`config.mk`:
```
export PLATFORM = sky130hd
export DESIGN_NAME = vpbm_ctrl
export DESIGN_NICKNAME = d
export VERILOG_FILES = /design/src/rtl/core/vpbm_pkg.sv /design/src/rtl/core/vpbm_ctrl.sv
export SDC_FILE = /design/constraint.sdc
export NUM_CORES = 1
export LEC_CHECK = 0
export ABC_CLOCK_PERIOD_IN_PS = 2300
export BUFFER_PORTS_ARGS = -buffer_cell sky130_fd_sc_hd__buf_4
export CAP_MARGIN = 10
export CELL_PAD_IN_SITES_DETAIL_PLACEMENT = 2
export CELL_PAD_IN_SITES_GLOBAL_PLACEMENT = 2
export CORE_MARGIN = 1
export CORE_UTILIZATION = 30
export CTS_BUF_LIST = sky130_fd_sc_hd__clkbuf_4
export DETAILED_ROUTE_END_ITERATION = 10
export PLACE_DENSITY_LB_ADDON = 0.08
export SLEW_MARGIN = 10
export SYNTH_ARGS = -nofsm -noshare
export SYNTH_HDL_FRONTEND = slang
export SYNTH_SLANG_ARGS = --single-unit
export TNS_END_PERCENT = 50
```
`constraint.sdc`:
```
create_clock -name clk -period 2.3 [get_ports clk]
set_input_delay 0.46 -clock clk [delete_from_list [all_inputs] [get_ports clk]]
set_output_delay 0.46 -clock clk [all_outputs]
set_load 0.03 [all_outputs]
```
`src/rtl/core/vpbm_pkg.sv`:
```
`timescale 1ns / 1ps
`default_nettype none
package vpbm_pkg;

  localparam int BONES     = 20;
  localparam int BONE_W    = 5;
  localparam int MAX_MAP   = 64;
  localparam int MAX_DEPTH = 64;
  localparam int FRAC_BITS = 16;
  localparam int GEO_WORDS = 10;
  localparam int PIX_W     = 13;
  localparam int STEP_W    = 3;

  localparam logic [1:0] KIND_GEO = 2'd0;
  localparam logic [1:0] KIND_BOX = 2'd1;
  localparam logic [1:0] KIND_VOX = 2'd2;

  localparam logic [2:0] REG_FOCAL_X  = 3'd0;
  localparam logic [2:0] REG_FOCAL_Y  = 3'd1;
  localparam logic [2:0] REG_CENTER_U = 3'd2;
  localparam logic [2:0] REG_CENTER_V = 3'd3;
  localparam logic [2:0] REG_IMG_SIZE = 3'd4;
  localparam logic [2:0] REG_MAP_SIZE = 3'd5;
  localparam logic [2:0] REG_DEPTH    = 3'd6;
  localparam logic [2:0] REG_SHARED   = 3'd7;

  // projection steps, run in this order through the shared divider
  localparam logic [STEP_W-1:0] STEP_X  = 3'd0;
  localparam logic [STEP_W-1:0] STEP_Y  = 3'd1;
  localparam logic [STEP_W-1:0] STEP_Z  = 3'd2;
  localparam logic [STEP_W-1:0] STEP_U  = 3'd3;
  localparam logic [STEP_W-1:0] STEP_V  = 3'd4;
  localparam logic [STEP_W-1:0] STEP_PC = 3'd5;
  localparam logic [STEP_W-1:0] STEP_PR = 3'd6;

  typedef struct packed {
    logic              load_in;
    logic              prep;
    logic              div_start;
    logic              fin;
    logic              emit;
    logic [STEP_W-1:0] step;
    logic [BONE_W-1:0] bone;
    logic              bone_last;
  } dp_cmd_t;

  typedef struct packed {
    logic              div_done;
    logic              vox_go;
    logic              out_free;
    logic [BONE_W-1:0] bone_first;
    logic [BONE_W-1:0] bone_end;
  } dp_stat_t;

endpackage
`default_nettype wire

```
`src/rtl/core/vpbm_ctrl.sv`:
```
`timescale 1ns / 1ps
`default_nettype none
module vpbm_ctrl (
  input  wire logic              clk,
  input  wire logic              rst_n,
  input  wire logic              in_tvalid,
  output logic                   in_tready,
  input  wire vpbm_pkg::dp_stat_t stat,
  output vpbm_pkg::dp_cmd_t      cmd
);
  import vpbm_pkg::*;

  typedef enum logic [6:0] {
    S_IDLE = 7'b0000001,
    S_PREP = 7'b0000010,
    S_LOAD = 7'b0000100,
    S_DIV  = 7'b0001000,
    S_FIN  = 7'b0010000,
    S_RD   = 7'b0100000,
    S_EMIT = 7'b1000000
  } state_t;

  state_t            state_r, state_nxt;
  logic [STEP_W-1:0] step_r, step_nxt;
  logic [BONE_W-1:0] bone_r, bone_nxt, end_r, end_nxt;

  assign in_tready = (state_r == S_IDLE);

  always_comb begin
    state_nxt     = state_r;
    step_nxt      = step_r;
    bone_nxt      = bone_r;
    end_nxt       = end_r;
    cmd           = '0;
    cmd.step      = step_r;
    cmd.bone      = bone_r;
    cmd.bone_last = (bone_r == end_r);
    case (state_r)
      S_IDLE: begin
        if (in_tvalid) begin
          cmd.load_in = 1'b1;
          if (stat.vox_go) begin
            step_nxt  = STEP_X;
            bone_nxt  = stat.bone_first;
            end_nxt   = stat.bone_end;
            state_nxt = S_PREP;
          end
        end
      end
      S_PREP: begin
        cmd.prep  = 1'b1;
        state_nxt = S_LOAD;
      end
      S_LOAD: begin
        cmd.div_start = 1'b1;
        state_nxt     = S_DIV;
      end
      S_DIV: begin
        if (stat.div_done) state_nxt = S_FIN;
      end
      S_FIN: begin
        cmd.fin = 1'b1;
        if (step_r == STEP_PR) begin
          state_nxt = S_RD;
        end else begin
          step_nxt  = step_r + STEP_W'(1);
          state_nxt = S_PREP;
        end
      end
      S_RD: state_nxt = S_EMIT;
      S_EMIT: begin
        if (stat.out_free) begin
          cmd.emit = 1'b1;
          if (bone_r == end_r) begin
            state_nxt = S_IDLE;
          end else begin
            bone_nxt  = bone_r + BONE_W'(1);
            state_nxt = S_RD;
          end
        end
      end
      default: state_nxt = S_IDLE;
    endcase
  end

  always_ff @(posedge clk) begin
    if (!rst_n) begin
      state_r <= S_IDLE;
      step_r  <= '0;
      bone_r  <= '0;
      end_r   <= '0;
    end else begin
      state_r <= state_nxt;
      step_r  <= step_nxt;
      bone_r  <= bone_nxt;
      end_r   <= end_nxt;
    end
  end

endmodule
`default_nettype wire

```
## After elaboration in Yosys (flattened, before gate mapping)

Index checks and enable logic that the tools add are counted.

- Output and inout bits: 15
- Bits of input ports: 16
- Flip-flop bits (word level): 20
- Logic and storage cells: 50

- Mux-type cells: 23
- Add/subtract/negate cells: 2
- Eq/ne operators: 15
- Reduce and logical (&&, ||, !) cells: 6

Operator list:

| operator | number |
|---|---|
| 7-bit one-hot mux with 7 select lines | 1 |
| 7-bit two-way mux | 4 |
| 5-bit two-way mux | 4 |
| 6-bit two-way mux | 2 |
| 2-bit != test (second input constant) | 5 |
| 5-bit one-hot mux with 2 select lines | 1 |
| 3-bit two-way mux | 3 |
| 4-bit AND reduction | 2 |
| 7-bit by 1-bit equality test with 1-bit output (second input constant) | 1 |
| 7-bit by 2-bit equality test with 1-bit output (second input constant) | 1 |
| 7-bit by 3-bit equality test with 1-bit output (second input constant) | 1 |
| 7-bit by 4-bit equality test with 1-bit output (second input constant) | 1 |
| 7-bit by 5-bit equality test with 1-bit output (second input constant) | 1 |
| 7-bit by 6-bit equality test with 1-bit output (second input constant) | 1 |
| 7-bit equality test (second input constant) | 1 |
| 1-bit two-way mux | 7 |
| 3-bit one-hot mux with 2 select lines | 1 |
| 5-bit by 1-bit adder with 5-bit output (second input constant) | 1 |
| 5-bit equality test | 1 |
| 5-bit AND reduction | 1 |
| 2-bit nonzero test | 2 |
| 3-bit by 1-bit adder with 3-bit output (second input constant) | 1 |
| 3-bit equality test (second input constant) | 1 |
| 3-bit AND reduction | 1 |
| 2-bit by 1-bit != test with 1-bit output (second input constant) | 1 |

## Logic depth before layout (Yosys ltp)

Gate-level depths: netlist (run 1).

- Word-level depth: 4
- Mapped depth: 7
- Depth with buffers taken out: 7

## Least setup slack after synthesis (run 1)

OpenSTA, ideal clock, no wires.

- Kind: register -> output
- Start point: register state_r[3]
- End point: output port cmd[11] in the netlist's numbering
- Path slack: -129 ps
- Path buffers: 1
- Arrival: 1,969 ps
- Cell stages (with the launch flop): 4
- Cells stage by stage: dfxtp_1 > clkbuf_1 > nor4_1 > nor4bb_1

RTL lines:

| element | RTL line | RTL |
|---|---|---|
| start: declaration | vpbm_ctrl.sv:23 | `state_t state_r, state_nxt;` |
| start signal: assignment | vpbm_ctrl.sv:93 | `state_r <= state_nxt;` |
| end: declaration | vpbm_ctrl.sv:9 | `output vpbm_pkg::dp_cmd_t cmd` |

==> out/results.ini, run 1 <==
[status]
outcome=complete, no violations

[pwr]
pwr-share-comb_pct=57.1
power_frac_seq_pct=27.4
p_total_mw=1.97
p_clk_share_pct=15.4
powerDensity_nw_per_um2=1210
p_int_mw=1.09
switchingPower_mw=0.886
power.leakage_nw=0.720
ir_drop_mv=0.492
switching_share_pct=44.9

[route]
vias=1237
vias_per_cell=5.33
ant_nets=0
dr.first_iter.drc_count=45
drc=0
wl_per_cell_um=17.5
first_pass_iters=4
routed_wirelength_um=4060

[cts]
ctsHoldBuffers=0
ctsRootBufferMaster=clkbuf_4
cts_buffers=3
htreeDepth=1
worstSkewPairLatency_ps=320
clock-sinks=20
cts_tree=yes
clk_pin_slew_worst_paths_ps=130
ctsLongestPathBuffers=2

[sta]
tightest_slew_ps=547
fmax_mhz=438
post-route-period-util_pct=99.3
rsz0062_at_grt=true
maxSlewHeadroom_pct=63.0
hold_violations=0
min_period_ps=2280
drv_slew=0
setup_viol=0
finalClockSkew_ps=3.09

[run]
drv_cap=0

[grt]
grt_pass1_vias=1403
gr-total-overflow=0
antenna_found_initial=0
grt_usage_pct=21.0
grt_max_degree=13
grt_pass1_wl_um=6750

[finish]
final_cell_area_um2=1630
instances_no_fill=232
n_antenna_cell=0
finish.net_count=202
area_growth_pct=30.9
nFillCells=463
drive_above_1_share_pct=29.7

[synth]
synth.avg_cell_area_um2=8.32
synth_area_leader_cell=dfxtp_1
ys_warn_count=0
ys_top_cells_by_area=dfxtp_1 (32%), xor2_1 (4.9%), mux2i_1 (4.8%)
ys_dominant_reg_cell=dfxtp_1
synthesis.nets=169
synthesis.area_um2=1250
netlist_top_cells_count=dfxtp_1 (20), nand2_1 (13), nor2_1 (13)
async_flop_share_pct=0
synth_cell_type_count=45
synthCells=150
synth-edff-count=0
synth.most_common_cell=dfxtp_1
ys_ff_latch=20
yosys.area.top_type_share_pct=32.1
ys_seq_area_share_pct=32.1

[placed_design]
place_congestion=0.716
hpwl_um=3050
post_dp_cell_area_um2=1550
portBuffers=30
placedCellCount=228

[critical_path]
end_kind=output port
startpoint_type=register
crit_arrival_ps=1820
crit_required_ps=1840
crit_type=reg2out
critPathMaxFanout=7

[floorplanning]
start_util_pct=31.2
die_area_um2=4420
dieHeight_um=66.5
boundaryPins=31
coreArea_um2=4000
row_count=23
die_w_um=66.5

[min_path]
hold_class=in2reg

cell usage in the layout (no fill, tap or decap), types with 5 or more instances in the layout:
cell type  count
xor2_1         7
a21oi_1        7
nand2b_1       5
buf_4         34
mux2i_1        6
and3_1         5
dfxtp_1       17
nor2_1        12
o21ai_0        5
nand2_1       13
logic make-up after synthesis:
family	synth area share [%]
flip-flops	32.1
AND/OR/NAND/NOR	31.9
multiplexers	4.81
XOR/XNOR	4.91
buffers and inverters	3.61
AO/OA/AOI/OAI	19.7
adder cells (fa/ha/maj)	3.01
state kept, by name, summed over array words and instances, names as in the netlist:
name / cells
step_r: 3
end_r: 5
state_r: 7
bone_r: 5
per-stage QoR:
stage | setup WS [ps] | TNS, ps | hold slack, ps | util [%]
after global placement | 316 | 0 | 500 | 38.8
after CTS | 5.26 | 0 | 356 | 40.4
after floorplan | -51.4 | -51.4 | 480 | -
after detailed placement | 184 | 0 | 517 | 38.8
final | 16.3 | 0 | 363 | 40.9
after global routing | -87.5 | -162 | 377 | 40.9
worst paths after layout:
path / slack, ps / endpoint / from / depth (start not counted)
min: 360 / end_r[2] / stat[2] / 3
max: 20 / cmd[13] / state_r[1] / 5
max reg2reg: 220 / bone_r[4] / state_r[0] / 4
min reg2reg: 540 / step_r[2] / step_r[2] / 2
layout make-up:
type	instances	area (µm²)	share of cell area (%)
timing repair buffer	35	267	16.3
sequential	20	407	24.9
multi-input combinational	119	831	50.8
tap	50	62.6	3.83
inverter	4	15.0	0.919
clock buffer	3	22.5	1.38
clock inverter	1	30.0	1.84
timing repair:
| item | 4_1_cts | 5_1_grt |
|---|---|---|
| pin swaps | 1 | 0 |
| gates resized for setup | 5 | 4 |
| gates cloned | 0 | 0 |
| setup buffers | 0 | 0 |
| endpoints found under the setup margin | 1 | 3 |
routing by layer:
layer  routed length [µm]  GRT usage, %
met4                   80          10.6
met3                  110          3.77
met2                 2110          38.1
met1                 1760          23.1
met5                    0             0
power groups by stage:
stage	Clock, mW	Sequential [mW]	Combinational (mW)
after floorplan	0	0.568	0.684
after global placement	0	0.536	1.07
after detailed placement	0	0.538	1.10
after CTS	0.316	0.537	1.12
after global routing	0.333	0.555	1.23
final	0.305	0.541	1.13
critical path: stages, from the launching register on:
cell	delay, ps
dfxtp_4	400
or3_4	420
or2_4	280
nor2_4	120
and2_1	150
buf_6	130
Note: power is estimated with default switching activity, not from simulation.
==> inputs of run 2 (changes only) <==
--- a/config.mk
+++ b/config.mk
@@ -5,7 +5,7 @@
 export SDC_FILE = /design/constraint.sdc
 export NUM_CORES = 1
 export LEC_CHECK = 0
-export ABC_CLOCK_PERIOD_IN_PS = 2300
+export ABC_CLOCK_PERIOD_IN_PS = 2800
 export BUFFER_PORTS_ARGS = -buffer_cell sky130_fd_sc_hd__buf_4
 export CAP_MARGIN = 10
 export CELL_PAD_IN_SITES_DETAIL_PLACEMENT = 2
==> constraint.sdc (replaced) <==
create_clock -name clk -period 2.8 [get_ports clk]
set_input_delay 0.56 -clock clk [delete_from_list [all_inputs] [get_ports clk]]
set_output_delay 0.56 -clock clk [all_outputs]
set_load 0.03 [all_outputs]
==> run 2 against run 1 <==
- utilization shrank 1.8 points
- clock power shrank 19%
- via count grew 0.97%
- flip-flop and latch count is the same
- cell count shrank 2.2%
- wire length shrank 2.9%
- setup slack gained 140 ps
- sequential power shrank 19%
- combinational power shrank 24%
- largest cell class unchanged
==> out/results.ini, run 2 (synthesis results as in run 1) <==
[cts]
ctsHoldBuffers=0
postCtsSetupBuffers=0
worstSkewPairLatency_ps=310
cts_tree=yes
cts_buffers=3
ctsLongestPathBuffers=2
clock-sinks=20
ctsRootBufferMaster=clkbuf_4
htreeDepth=1
clk_pin_slew_worst_paths_ps=130

[route]
routed_wirelength_um=3940
drc=0
wl_per_cell_um=17.4
dr.first_iter.drc_count=45
ant_nets=0
first_pass_iters=4
vias=1249
vias_per_cell=5.50

[min_path]
min_from=stat[3]
hold_class=in2reg
hold_path_depth=3
min_to=end_r[3]

[finish]
final_cell_area_um2=1560
n_antenna_cell=0
drive_above_1_share_pct=24.9
register_area_um2=400
multi_input_area_um2=808
final_common_cell=buf_4
finish.net_count=197
largest_reg_flops=7
top_register=state_r
area_growth_pct=25.3
top_regs=state_r: 7 flops, bone_r: 5 flops, end_r: 5 flops
nFillCells=471
layout_common_cells=buf_4 (30), dfxtp_1 (20), nor2_1 (13), nand2_1 (13)

[critical_path]
crit_arrival_ps=2080
crit_required_ps=2240
r2r_cells=5
end_kind=output port
critPathMaxFanout=10
r2r_end=step_r[0]
reg2reg_from=state_r[0]
startpoint_type=register
reg2reg_slack_ps=500
crit_type=reg2out

[sta]
finalClockSkew_ps=1.92
post-route-period-util_pct=94.3
rsz0062_at_grt=false
tightest_slew_ps=660
fmax_mhz=379
min_period_ps=2640
setup_viol=0
hold_violations=0
drv_slew=0
maxSlewHeadroom_pct=55.6
setup-tns-final_ps=0

[grt]
grt_pass1_wl_um=6150
grt_max_degree=13
grt_usage_pct=18.8
grt_pass1_vias=1279
antenna_found_initial=0
gr-total-overflow=0

[pwr]
powerDensity_nw_per_um2=983
ir_drop_mv=0.328
power.leakage_nw=0.690

[floorplanning]
die_w_um=66.5
dieHeight_um=66.5
boundaryPins=31
coreArea_um2=4000
die_area_um2=4420
row_count=23
start_util_pct=31.2

[placed_design]
portBuffers=30
hpwl_um=2980
post_dp_cell_area_um2=1510
place_congestion=0.746

[run]
drv_cap=0

[status]
outcome=complete, no violations

-- run 2: changes by cell type in the layout (fill, tap and decap cells not counted), sizes merged --
cell,previous run,this run
buf,35,30
-- run 2: timing repair --
| item | 4_1_cts | 5_1_grt |
|---|---|---|
| resized for setup | 0 | 1 |
| endpoints found under the hold margin | 0 | 0 |
| endpoints found under the setup margin | 0 | 1 |
-- run 2: worst max-delay path, stage by stage, from the launching register on --
cell and delay, ps:
dfxtp_1 430, nor4_1 630, nor4bb_1 470, buf_4 230
-- run 2: how the worst max path moves through the flow --
stage,from,endpoint,cells after the start
finish,state_r[0],cmd[11],3
global route,state_r[3],cmd[11],3
CTS,state_r[1],cmd[10],4
detailed placement,state_r[1],cmd[10],4
global placement,state_r[1],cmd[10],4
floorplan,state_r[3],cmd[11],3
-- run 2: per-stage QoR --
step                worst slack (ps)  power [mW]  cells  hold slack [ps]  util [%]
finish                           158        1.54    227              480      39.1
global route                    62.0        1.64    227              488      39.1
CTS                             47.2        1.55    227              469      39.0
detailed placement               425        1.29    223              511      37.7
global placement                 445        1.26    223              503      37.7
floorplan                        271        1.03    150              480         -
-- run 2: layer usage --
metal	global-route usage [%]	vias to the layer above	part of all wire, %	wire [µm]
met5	0	-	0	0
met4	5.59	0	0.63	25
met3	2.05	2	2.2	85
met2	35.3	17	53	2100
met1	22.0	629	44	1730
li1	-	601	-	-
-- run 2: where the power goes --
part / internal, mW / total (mW) / leakage (nW) / switching, mW
Clock: 0.145 / 0.247 / 0.0279 / 0.102
Sequential: 0.343 / 0.437 / 0.163 / 0.0936
Combinational: 0.346 / 0.854 / 0.499 / 0.508
Total: 0.834 / 1.54 / 0.690 / 0.704
-- run 2: area by class of cell --
class | instances | share of cell area [%]
multi-input combinational | 119 | 51.7
sequential | 20 | 25.6
timing repair buffer | 30 | 14.4
tap | 50 | 4.00
clock inverter | 1 | 1.92
clock buffer | 3 | 1.44
inverter | 4 | 0.960
